File: src/hw/rtl/tgr_pkg.sv
`timescale 1ns / 1ps
package tgr_pkg;

    typedef enum logic [1:0] {
        OP_DOWN   = 2'd0,
        OP_MOVE   = 2'd1,
        OP_UP     = 2'd2,
        OP_CANCEL = 2'd3
    } op_t;

    typedef enum logic [2:0] {
        EV_PAN_START  = 3'd0,
        EV_PAN_MOVE   = 3'd1,
        EV_LONG_PRESS = 3'd2,
        EV_PAN_END    = 3'd3,
        EV_TAP        = 3'd4,
        EV_RELEASE    = 3'd5
    } ev_t;

    localparam logic [0:0] REG_TAP_SLOP   = 1'b0;
    localparam logic [0:0] REG_LONG_PRESS = 1'b1;

    localparam logic [15:0] TAP_SLOP_RST   = 16'd128;
    localparam logic [31:0] LONG_PRESS_RST = 32'd500000;
    localparam logic [31:0] DT_FLOOR       = 32'd100;
    localparam logic signed [30:0] VEL_MAX = 31'sd655350000;

    // numerator width: 17 bit delta times 1e6 fits in 38 bits signed
    localparam int NUM_W = 38;

    // divider request / answer
    typedef struct packed {
        logic              start;
        logic [NUM_W-1:0]  dividend;
        logic [31:0]       divisor;
    } div_req_t;

    typedef struct packed {
        logic              done;
        logic [NUM_W-1:0]  quotient;
    } div_rsp_t;

endpackage

File: src/hw/rtl/tgr_div.sv
`timescale 1ns / 1ps
module tgr_div (
    input  logic              clk,
    input  logic              rst_n,
    input  tgr_pkg::div_req_t req,
    output tgr_pkg::div_rsp_t rsp
);
    import tgr_pkg::*;

    logic [NUM_W-1:0] quo_reg, quo_next;
    logic [31:0]      rem_reg, rem_next;
    logic [31:0]      den_reg, den_next;
    logic [5:0]       cnt_reg, cnt_next;
    logic             busy_reg, busy_next;
    logic             done_reg, done_next;
    logic [32:0]      trial;

    // one restoring step per cycle on unsigned magnitudes
    always_comb
    begin
        quo_next  = quo_reg;
        rem_next  = rem_reg;
        den_next  = den_reg;
        cnt_next  = cnt_reg;
        busy_next = busy_reg;
        done_next = 1'b0;
        trial     = {rem_reg, quo_reg[NUM_W-1]} - {1'b0, den_reg};
        if (req.start)
        begin
            quo_next  = req.dividend;
            rem_next  = '0;
            den_next  = req.divisor;
            cnt_next  = 6'(NUM_W);
            busy_next = 1'b1;
        end
        else if (busy_reg)
        begin
            if (!trial[32])
                rem_next = trial[31:0];
            else
                rem_next = {rem_reg[30:0], quo_reg[NUM_W-1]};
            quo_next = {quo_reg[NUM_W-2:0], ~trial[32]};
            cnt_next = cnt_reg - 6'd1;
            if (cnt_reg == 6'd1)
            begin
                busy_next = 1'b0;
                done_next = 1'b1;
            end
        end
    end

    always_ff @(posedge clk or negedge rst_n)
    begin
        if (!rst_n)
        begin
            busy_reg <= 1'b0;
            done_reg <= 1'b0;
            cnt_reg  <= '0;
        end
        else
        begin
            busy_reg <= busy_next;
            done_reg <= done_next;
            cnt_reg  <= cnt_next;
        end
    end

    always_ff @(posedge clk)
    begin
        quo_reg <= quo_next;
        rem_reg <= rem_next;
        den_reg <= den_next;
    end

    assign rsp.done     = done_reg;
    assign rsp.quotient = quo_reg;

endmodule

File: src/hw/rtl/touch_gesture_recognizer.sv
`timescale 1ns / 1ps
// Touch gesture recognizer: tap, pan and long press from raw touch events.
// Input channel (in_valid/in_stall): op, pos_x, pos_y, stamp. A word is
// taken when in_valid is high and in_stall low.
// Output channel (out_valid/out_stall): one gesture word per handshake,
// up to three per input; last marks the final word of an input.
// Configuration (cfg_valid/cfg_ready, cfg_index, cfg_data): index 0 is
// tap_slop, index 1 long_press_time. Write only while the block is idle.
// Down, cancel without a pan and move or up without a touch go from
// decode back to idle; up and a pan-ending cancel pass the emit states
// and an update; a move runs two serial divisions on one shared 38 step
// divider, then the slop test, the emit states and the update.
// One input is handled at a time; in_stall stays high until all its
// words have been taken. An output stall holds the word and the sequencer.
// Reset clears the touch state and loads tap_slop 128, long_press 500000.
module touch_gesture_recognizer (
    input  logic               clk,
    input  logic               rst_n,
    input  logic               in_valid,
    output logic               in_stall,
    input  logic [1:0]         op,
    input  logic signed [15:0] pos_x,
    input  logic signed [15:0] pos_y,
    input  logic [31:0]        stamp,
    output logic               out_valid,
    input  logic               out_stall,
    output logic [2:0]         event_kind,
    output logic signed [15:0] at_x,
    output logic signed [15:0] at_y,
    output logic signed [16:0] step_dx,
    output logic signed [16:0] step_dy,
    output logic signed [16:0] total_dx,
    output logic signed [16:0] total_dy,
    output logic signed [30:0] speed_x,
    output logic signed [30:0] speed_y,
    output logic               was_pan,
    output logic               last,
    input  logic               cfg_valid,
    output logic               cfg_ready,
    input  logic [0:0]         cfg_index,
    input  logic [31:0]        cfg_data
);
    import tgr_pkg::*;

    typedef enum logic [3:0] {
        S_IDLE, S_DECODE, S_DIVX, S_WAITX, S_SMX, S_DIVY, S_WAITY, S_SMY,
        S_SLOP, S_EMIT1, S_EMIT2, S_EMIT3, S_UPDATE
    } state_t;

    typedef struct packed {
        logic               valid;
        ev_t                kind;
        logic signed [15:0] ax;
        logic signed [15:0] ay;
        logic               wp;
    } slot_t;

    state_t state_reg;
    logic [15:0] slop_reg;
    logic [31:0] lpt_reg;
    logic touching_reg, panning_reg;
    logic signed [15:0] org_x_reg, org_y_reg, prev_x_reg, prev_y_reg;
    logic [31:0] prev_t_reg, press_t_reg;
    logic signed [30:0] vel_x_reg, vel_y_reg;

    logic [1:0] op_reg;
    logic signed [15:0] x_reg, y_reg;
    logic [31:0] t_reg, dt_reg;
    logic signed [16:0] sdx_reg, sdy_reg, tdx_reg, tdy_reg;
    logic neg_reg;
    logic [NUM_W-1:0] mag_reg;
    logic [33:0] dsq_reg;
    slot_t s1_reg, s2_reg, s3_reg;

    div_req_t dreq;
    div_rsp_t drsp;

    tgr_div u_div (.clk(clk), .rst_n(rst_n), .req(dreq), .rsp(drsp));

    logic [31:0] dt_raw;
    logic signed [16:0] delta_cur;
    logic signed [NUM_W-1:0] prod;
    logic [NUM_W-1:0] prod_mag;
    logic signed [NUM_W-1:0] raw_q;
    logic signed [30:0] vel_cur;
    logic signed [39:0] mix;
    logic signed [39:0] fl;
    logic signed [30:0] sat;
    logic signed [17:0] sq_in;
    logic [33:0] sq;
    logic [31:0] slop_sq;
    logic hold_ok;
    logic pan_now;

    assign dt_raw   = t_reg - prev_t_reg;
    assign hold_ok  = (t_reg - press_t_reg) >= lpt_reg;
    assign slop_sq  = slop_reg * slop_reg;
    assign delta_cur = (state_reg == S_DIVX || state_reg == S_SMX) ? sdx_reg : sdy_reg;
    assign prod      = NUM_W'(delta_cur) * NUM_W'(1000000);
    assign prod_mag  = prod[NUM_W-1] ? NUM_W'(-prod) : prod;
    assign raw_q     = neg_reg ? -$signed(mag_reg) : $signed(mag_reg);
    assign vel_cur   = (state_reg == S_SMX) ? vel_x_reg : vel_y_reg;
    // 179*old + 77*raw, floored by 256 and clamped
    assign mix = 40'(vel_cur) * 40'sd179 + 40'(raw_q) * 40'sd77;
    assign fl  = mix >>> 8;
    assign sat = (fl > 40'(VEL_MAX)) ? VEL_MAX :
                 (fl < -40'(VEL_MAX)) ? -VEL_MAX : 31'(fl);
    assign sq_in = (state_reg == S_DIVX) ? 18'(tdx_reg) : 18'(tdy_reg);
    assign sq    = 34'($unsigned(36'(sq_in) * 36'(sq_in)));
    // dsq_reg holds dx*dx + dy*dy by the slop test
    assign pan_now = !panning_reg && (35'(dsq_reg) > 35'(slop_sq));

    always_comb
    begin
        dreq.start    = (state_reg == S_DIVX) || (state_reg == S_DIVY);
        dreq.dividend = prod_mag;
        dreq.divisor  = dt_reg;
    end

    assign in_stall  = (state_reg != S_IDLE);
    assign cfg_ready = (state_reg == S_IDLE);

    slot_t cur;
    always_comb
    begin
        case (state_reg)
            S_EMIT1: cur = s1_reg;
            S_EMIT2: cur = s2_reg;
            default: cur = s3_reg;
        endcase
    end

    logic cur_last;
    always_comb
    begin
        case (state_reg)
            S_EMIT1: cur_last = !s2_reg.valid && !s3_reg.valid;
            S_EMIT2: cur_last = !s3_reg.valid;
            default: cur_last = 1'b1;
        endcase
    end

    logic emitting;
    assign emitting = (state_reg == S_EMIT1 || state_reg == S_EMIT2 ||
                       state_reg == S_EMIT3) && cur.valid;
    assign out_valid  = emitting;
    assign event_kind = cur.kind;
    assign at_x       = cur.ax;
    assign at_y       = cur.ay;
    assign was_pan    = cur.wp;
    assign last       = cur_last;
    assign step_dx    = (cur.kind == EV_PAN_MOVE) ? sdx_reg : 17'sd0;
    assign step_dy    = (cur.kind == EV_PAN_MOVE) ? sdy_reg : 17'sd0;
    assign total_dx   = (cur.kind == EV_PAN_MOVE) ? tdx_reg : 17'sd0;
    assign total_dy   = (cur.kind == EV_PAN_MOVE) ? tdy_reg : 17'sd0;
    assign speed_x    = (cur.kind == EV_PAN_END && op_reg == OP_UP) ? vel_x_reg : 31'sd0;
    assign speed_y    = (cur.kind == EV_PAN_END && op_reg == OP_UP) ? vel_y_reg : 31'sd0;

    function automatic slot_t mk(input logic v, input ev_t k, input logic signed [15:0] ax,
                                 input logic signed [15:0] ay, input logic wp);
        slot_t s;
        s.valid = v;
        s.kind  = k;
        s.ax    = ax;
        s.ay    = ay;
        s.wp    = wp;
        return s;
    endfunction

    // sequencer: state, touch state and registered outputs
    always_ff @(posedge clk or negedge rst_n)
    begin
        if (!rst_n)
        begin
            state_reg    <= S_IDLE;
            slop_reg     <= TAP_SLOP_RST;
            lpt_reg      <= LONG_PRESS_RST;
            touching_reg <= 1'b0;
            panning_reg  <= 1'b0;
            org_x_reg    <= '0;
            org_y_reg    <= '0;
            prev_x_reg   <= '0;
            prev_y_reg   <= '0;
            prev_t_reg   <= '0;
            press_t_reg  <= '0;
            vel_x_reg    <= '0;
            vel_y_reg    <= '0;
            s1_reg       <= '0;
            s2_reg       <= '0;
            s3_reg       <= '0;
        end
        else
        begin
            case (state_reg)
                S_IDLE:
                begin
                    if (cfg_valid)
                    begin
                        if (cfg_index == REG_TAP_SLOP)
                            slop_reg <= cfg_data[15:0];
                        else
                            lpt_reg <= cfg_data;
                    end
                    if (in_valid)
                        state_reg <= S_DECODE;
                end
                S_DECODE:
                begin
                    s1_reg <= '0;
                    s2_reg <= '0;
                    s3_reg <= '0;
                    case (op_t'(op_reg))
                        OP_DOWN:
                        begin
                            touching_reg <= 1'b1;
                            panning_reg  <= 1'b0;
                            org_x_reg    <= x_reg;
                            org_y_reg    <= y_reg;
                            prev_x_reg   <= x_reg;
                            prev_y_reg   <= y_reg;
                            prev_t_reg   <= t_reg;
                            press_t_reg  <= t_reg;
                            vel_x_reg    <= '0;
                            vel_y_reg    <= '0;
                            state_reg    <= S_IDLE;
                        end
                        OP_MOVE:
                            state_reg <= touching_reg ? S_DIVX : S_IDLE;
                        OP_UP:
                        begin
                            if (touching_reg)
                            begin
                                s1_reg <= mk(!panning_reg && hold_ok, EV_LONG_PRESS,
                                             x_reg, y_reg, 1'b0);
                                s2_reg <= panning_reg ? mk(1'b1, EV_PAN_END, '0, '0, 1'b0)
                                                      : mk(1'b1, EV_TAP, x_reg, y_reg, 1'b0);
                                s3_reg <= mk(1'b1, EV_RELEASE, x_reg, y_reg, panning_reg);
                                state_reg <= S_EMIT1;
                            end
                            else
                            begin
                                touching_reg <= 1'b0;
                                panning_reg  <= 1'b0;
                                state_reg    <= S_IDLE;
                            end
                        end
                        default:
                        begin
                            if (touching_reg && panning_reg)
                            begin
                                s3_reg    <= mk(1'b1, EV_PAN_END, '0, '0, 1'b0);
                                state_reg <= S_EMIT1;
                            end
                            else
                            begin
                                touching_reg <= 1'b0;
                                panning_reg  <= 1'b0;
                                state_reg    <= S_IDLE;
                            end
                        end
                    endcase
                end
                S_DIVX:  state_reg <= S_WAITX;
                S_WAITX: if (drsp.done) state_reg <= S_SMX;
                S_SMX:
                begin
                    vel_x_reg <= sat;
                    state_reg <= S_DIVY;
                end
                S_DIVY:  state_reg <= S_WAITY;
                S_WAITY: if (drsp.done) state_reg <= S_SMY;
                S_SMY:
                begin
                    vel_y_reg <= sat;
                    state_reg <= S_SLOP;
                end
                S_SLOP:
                begin
                    if (pan_now)
                        s1_reg <= mk(1'b1, EV_PAN_START, org_x_reg, org_y_reg, 1'b0);
                    if (pan_now || panning_reg)
                        s3_reg <= mk(1'b1, EV_PAN_MOVE, '0, '0, 1'b0);
                    panning_reg <= panning_reg | pan_now;
                    prev_x_reg  <= x_reg;
                    prev_y_reg  <= y_reg;
                    prev_t_reg  <= t_reg;
                    state_reg   <= S_EMIT1;
                end
                S_EMIT1: if (!emitting || !out_stall) state_reg <= S_EMIT2;
                S_EMIT2: if (!emitting || !out_stall) state_reg <= S_EMIT3;
                S_EMIT3: if (!emitting || !out_stall) state_reg <= S_UPDATE;
                S_UPDATE:
                begin
                    if (op_reg == OP_UP || op_reg == OP_CANCEL)
                    begin
                        touching_reg <= 1'b0;
                        panning_reg  <= 1'b0;
                    end
                    state_reg <= S_IDLE;
                end
                default: state_reg <= S_IDLE;
            endcase
        end
    end

    // capture the input word and per-move working values
    always_ff @(posedge clk)
    begin
        if (state_reg == S_IDLE && in_valid)
        begin
            op_reg <= op;
            x_reg  <= pos_x;
            y_reg  <= pos_y;
            t_reg  <= stamp;
        end
        if (state_reg == S_DECODE)
        begin
            dt_reg  <= (dt_raw < DT_FLOOR) ? DT_FLOOR : dt_raw;
            sdx_reg <= 17'(x_reg) - 17'(prev_x_reg);
            sdy_reg <= 17'(y_reg) - 17'(prev_y_reg);
            tdx_reg <= 17'(x_reg) - 17'(org_x_reg);
            tdy_reg <= 17'(y_reg) - 17'(org_y_reg);
        end
        if (state_reg == S_DIVX || state_reg == S_DIVY)
            neg_reg <= prod[NUM_W-1];
        if (state_reg == S_DIVX)
            dsq_reg <= sq;
        if (state_reg == S_DIVY)
            dsq_reg <= dsq_reg + sq;
        if ((state_reg == S_WAITX || state_reg == S_WAITY) && drsp.done)
            mag_reg <= drsp.quotient;
    end

endmodule
File: config.mk
export PLATFORM = sky130hd
export DESIGN_NAME = touch_gesture_recognizer
export DESIGN_NICKNAME = d
export VERILOG_FILES = /design/src/hw/rtl/tgr_pkg.sv /design/src/hw/rtl/tgr_div.sv /design/src/hw/rtl/touch_gesture_recognizer.sv
export SDC_FILE = /design/constraint.sdc
export NUM_CORES = 2
export LEC_CHECK = 0
export BUFFER_PORTS_ARGS = -buffer_cell sky130_fd_sc_hd__buf_2
export CAP_MARGIN = 25
export CORE_ASPECT_RATIO = 0.5
export CORE_MARGIN = 2
export CORE_UTILIZATION = 60
export DETAILED_ROUTE_END_ITERATION = 8
export GPL_TIMING_DRIVEN = 0
export PLACE_DENSITY = 0.88
export SLEW_MARGIN = 25
export SYNTH_ARGS = -nofsm -noshare
export SYNTH_HDL_FRONTEND = slang
export SYNTH_SLANG_ARGS = --single-unit
File: constraint.sdc
create_clock -name clk -period 18.7 [get_ports clk]
set_input_delay 0.935 -clock clk [delete_from_list [all_inputs] [get_ports clk]]
set_output_delay 0.935 -clock clk [all_outputs]
set_load 0.01 [all_outputs]
==> impl_metrics.py <==
metrics = {
    "cells_and_area": {
        "seqCellArea_mm2": 0.0189,
        "n_fill_cell": 8385,
        "drive_gt1_share_pct": 7.21,
        "multi_input_area_mm2": 0.0457,
        "fin_nets": 9308,
        "syn2layout_area_growth_pct": 8.63,
    },
    "floorplanning": {
        "io_pins": 274,
        "fp.dieH_um": 247,
        "rows": 88,
        "start_util_pct": 60.9,
        "die_x_um": 489,
        "core_area_mm2": 0.116,
        "die_area_mm2": 0.121,
    },
    "detailed_routing": {
        "drc_errors": 0,
        "routed_via_density": 5.89,
        "dr.pass1.iters": 6,
        "avgRoutedWirePerCell_um": 20.2,
        "ant_nets": 0,
        "vias": 54800,
        "finalWirelength_mm": 187,
        "drt_iter0_drc": 5240,
    },
    "sta": {
        "fmax_mhz": 81.6,
        "setup_viol": 0,
        "slew-limit-headroom_pct": 17.2,
        "fin_tns_setup_ps": 0,
        "hold_viol_final": 0,
        "skew_ps": 68.6,
        "rsz0062_at_grt": "no",
        "timing.final.crit_share_pct": 65.5,
        "slew_viol_final": 0,
        "period_needed_ps": 12260,
        "tightest_slew_ps": 1210,
    },
    "clocking": {
        "h-tree-depth": 3,
        "cts_buffers": 66,
        "cts_resized": 0,
        "clockBufferDepth": 3,
        "cts_root_buffer": "clkbuf_16",
        "cts_sinks": 698,
        "path_clk_slew_ps": 70,
        "hold_buffers": 0,
        "insertion_delay_ps": 730,
        "post_cts_buffers": 0,
        "cts_tree": "done",
    },
    "synthesis": {
        "syn_area_per_cell_um2": 9.68,
        "synth_area_mm2": 0.0707,
        "ys_seq_area_share_pct": 26.7,
        "synth_seq_cells": 698,
        "synth_fp_nets": 8951,
        "ys_types": 90,
        "synthFlopType": "dfrtp_1",
        "synth-edff-count": 309,
        "async_flop_share_pct": 51.1,
        "synth_top_area_share_pct": 21.1,
        "yosysTopAreaCell": "fa_1",
        "yosys_warnings": 0,
        "synth_cells": 7306,
        "synthTopCellsByArea": "fa_1 21%, ha_1 14%, edfxtp_1 13%",
    },
    "worst_setup_path": {
        "crit_path_frequent_cell": "fa_1",
        "crit_cells": 40,
        "arrival_ps": 12740,
        "rr_startpoint": "state_reg[1]$_DFFE_PN0P_",
        "start_kind": "flip-flop",
        "worstSetupPathType": "reg2reg",
        "cp-startpoint": "state_reg[1]$_DFFE_PN0P_",
        "critPathBufInv": 8,
        "regToRegSetupSlack_ps": 6440,
        "required_ps": 19180,
        "worstSetupEndpointType": "flip-flop",
        "crit_family": "adder cells",
        "cpPeakStageDelay_ps": 710,
        "cp_max_fo": 10,
        "slowest_stage": "mux2i_1",
        "reg2reg_depth": 40,
    },
    "run": {
        "drv_cap": 0,
    },
    "global_routing": {
        "grt-ovfl-total": 0,
        "busiest_layer": "met2",
        "grt_pass1_wl_mm": 298,
        "antenna_found_initial": 10,
        "grt_usage_pct": 31.4,
        "grtUsageMet1_pct": 40.8,
        "grt_use_met3_pct": 8.81,
        "met2_usage_pct": 49.9,
        "grt_max_degree": 92,
        "grt_pass1_vias": 56500,
    },
    "place": {
        "post-dp-hpwl_mm": 150,
        "gp_congestion": 1.01,
        "port_buffers": 273,
    },
    "status": {
        "run_status": "complete, no violations",
    },
    "worst_hold_path": {
        "holdCritPathClass": "in2async",
    },
}
through the flow:
step	hold WS, ps	util (%)	setup WS, ps	instances	instance area, um^2
4_1_cts	67.4	66.1	6860	9291	76700
3_5_place_dp	405	64.1	6920	9170	74400
6_report	89.2	66.2	6440	9303	76800
3_3_place_gp	401	63.8	7210	9154	74000
5_1_grt	97.9	66.1	5970	9293	76800
2_1_floorplan	400	-	9010	7306	70700
worst paths after layout:
check,to
max,dsq_reg[33]$_DFFE_PN_
min,lpt_reg[20]$_DFFE_PN0P_
max reg2reg,dsq_reg[33]$_DFFE_PN_
min reg2reg,u_div.den_reg[14]$_DFFE_PN_
max in group asynchronous,s3_reg[27]$_DFFE_PN0P_
min in group clk,y_reg[0]$_DFFE_PP_
Yosys cell counts, types with 33 or more instances:
cell type,n
a21o_1,134
a21oi_1,272
a22o_1,72
a22oi_1,66
and2_1,211
clkbuf_1,174
dfrtp_1,349
edfxtp_1,309
fa_1,745
ha_1,796
inv_1,1446
mux2_2,89
mux2i_1,72
nand2_1,645
nand2b_1,58
nand3_1,66
nor2_1,349
nor2b_1,55
nor3_1,57
o211ai_1,41
o21a_1,41
o21ai_0,391
o21bai_1,33
o31ai_1,35
xnor2_1,234
xor2_1,118
cells by family after synthesis:
kind of cell	count (synthesis)	share of synthesized area [%]
AND/OR/NAND/NOR	1605	10.7
AO/OA/AOI/OAI	1307	11.9
adder cells (fa/ha/maj)	1541	35.2
multiplexers	161	2.44
XOR/XNOR	352	4.36
flip-flops	698	26.7
buffers and inverters	1642	8.75
layout by cell type, fill, tap and decap left out, types with 72 or more instances in the layout:
cell      instances
xnor2_1         234
edfxtp_1        309
dfrtp_1         349
inv_1          1444
a21o_1          134
nor2_1          347
xor2_1          118
a21oi_1         272
and2_1          211
nand2_1         645
ha_1            796
mux2_2           89
a22o_1           72
buf_2           273
clkbuf_1        184
o21ai_0         391
fa_1            745
layer usage:
metal / share of wire [%] / wire length, um
met1: 39 / 73600
met2: 45 / 85100
met3: 11 / 20800
met4: 4.2 / 7910
met5: 0.020 / 38
layout make-up:
| class | instances | share of cell area [%] |
|---|---|---|
| antenna | 12 | 0.0391 |
| buffer | 190 | 0.966 |
| clock buffer | 87 | 2.35 |
| clock inverter | 34 | 0.679 |
| inverter | 1452 | 7.10 |
| multi-input combinational | 4966 | 59.5 |
| sequential | 698 | 24.6 |
| tap | 1575 | 2.57 |
| timing repair buffer | 289 | 2.19 |
Power is left out: the tool's default activity adds up to more than one toggle a clock period on the data nets, which glitch-free logic cannot reach.
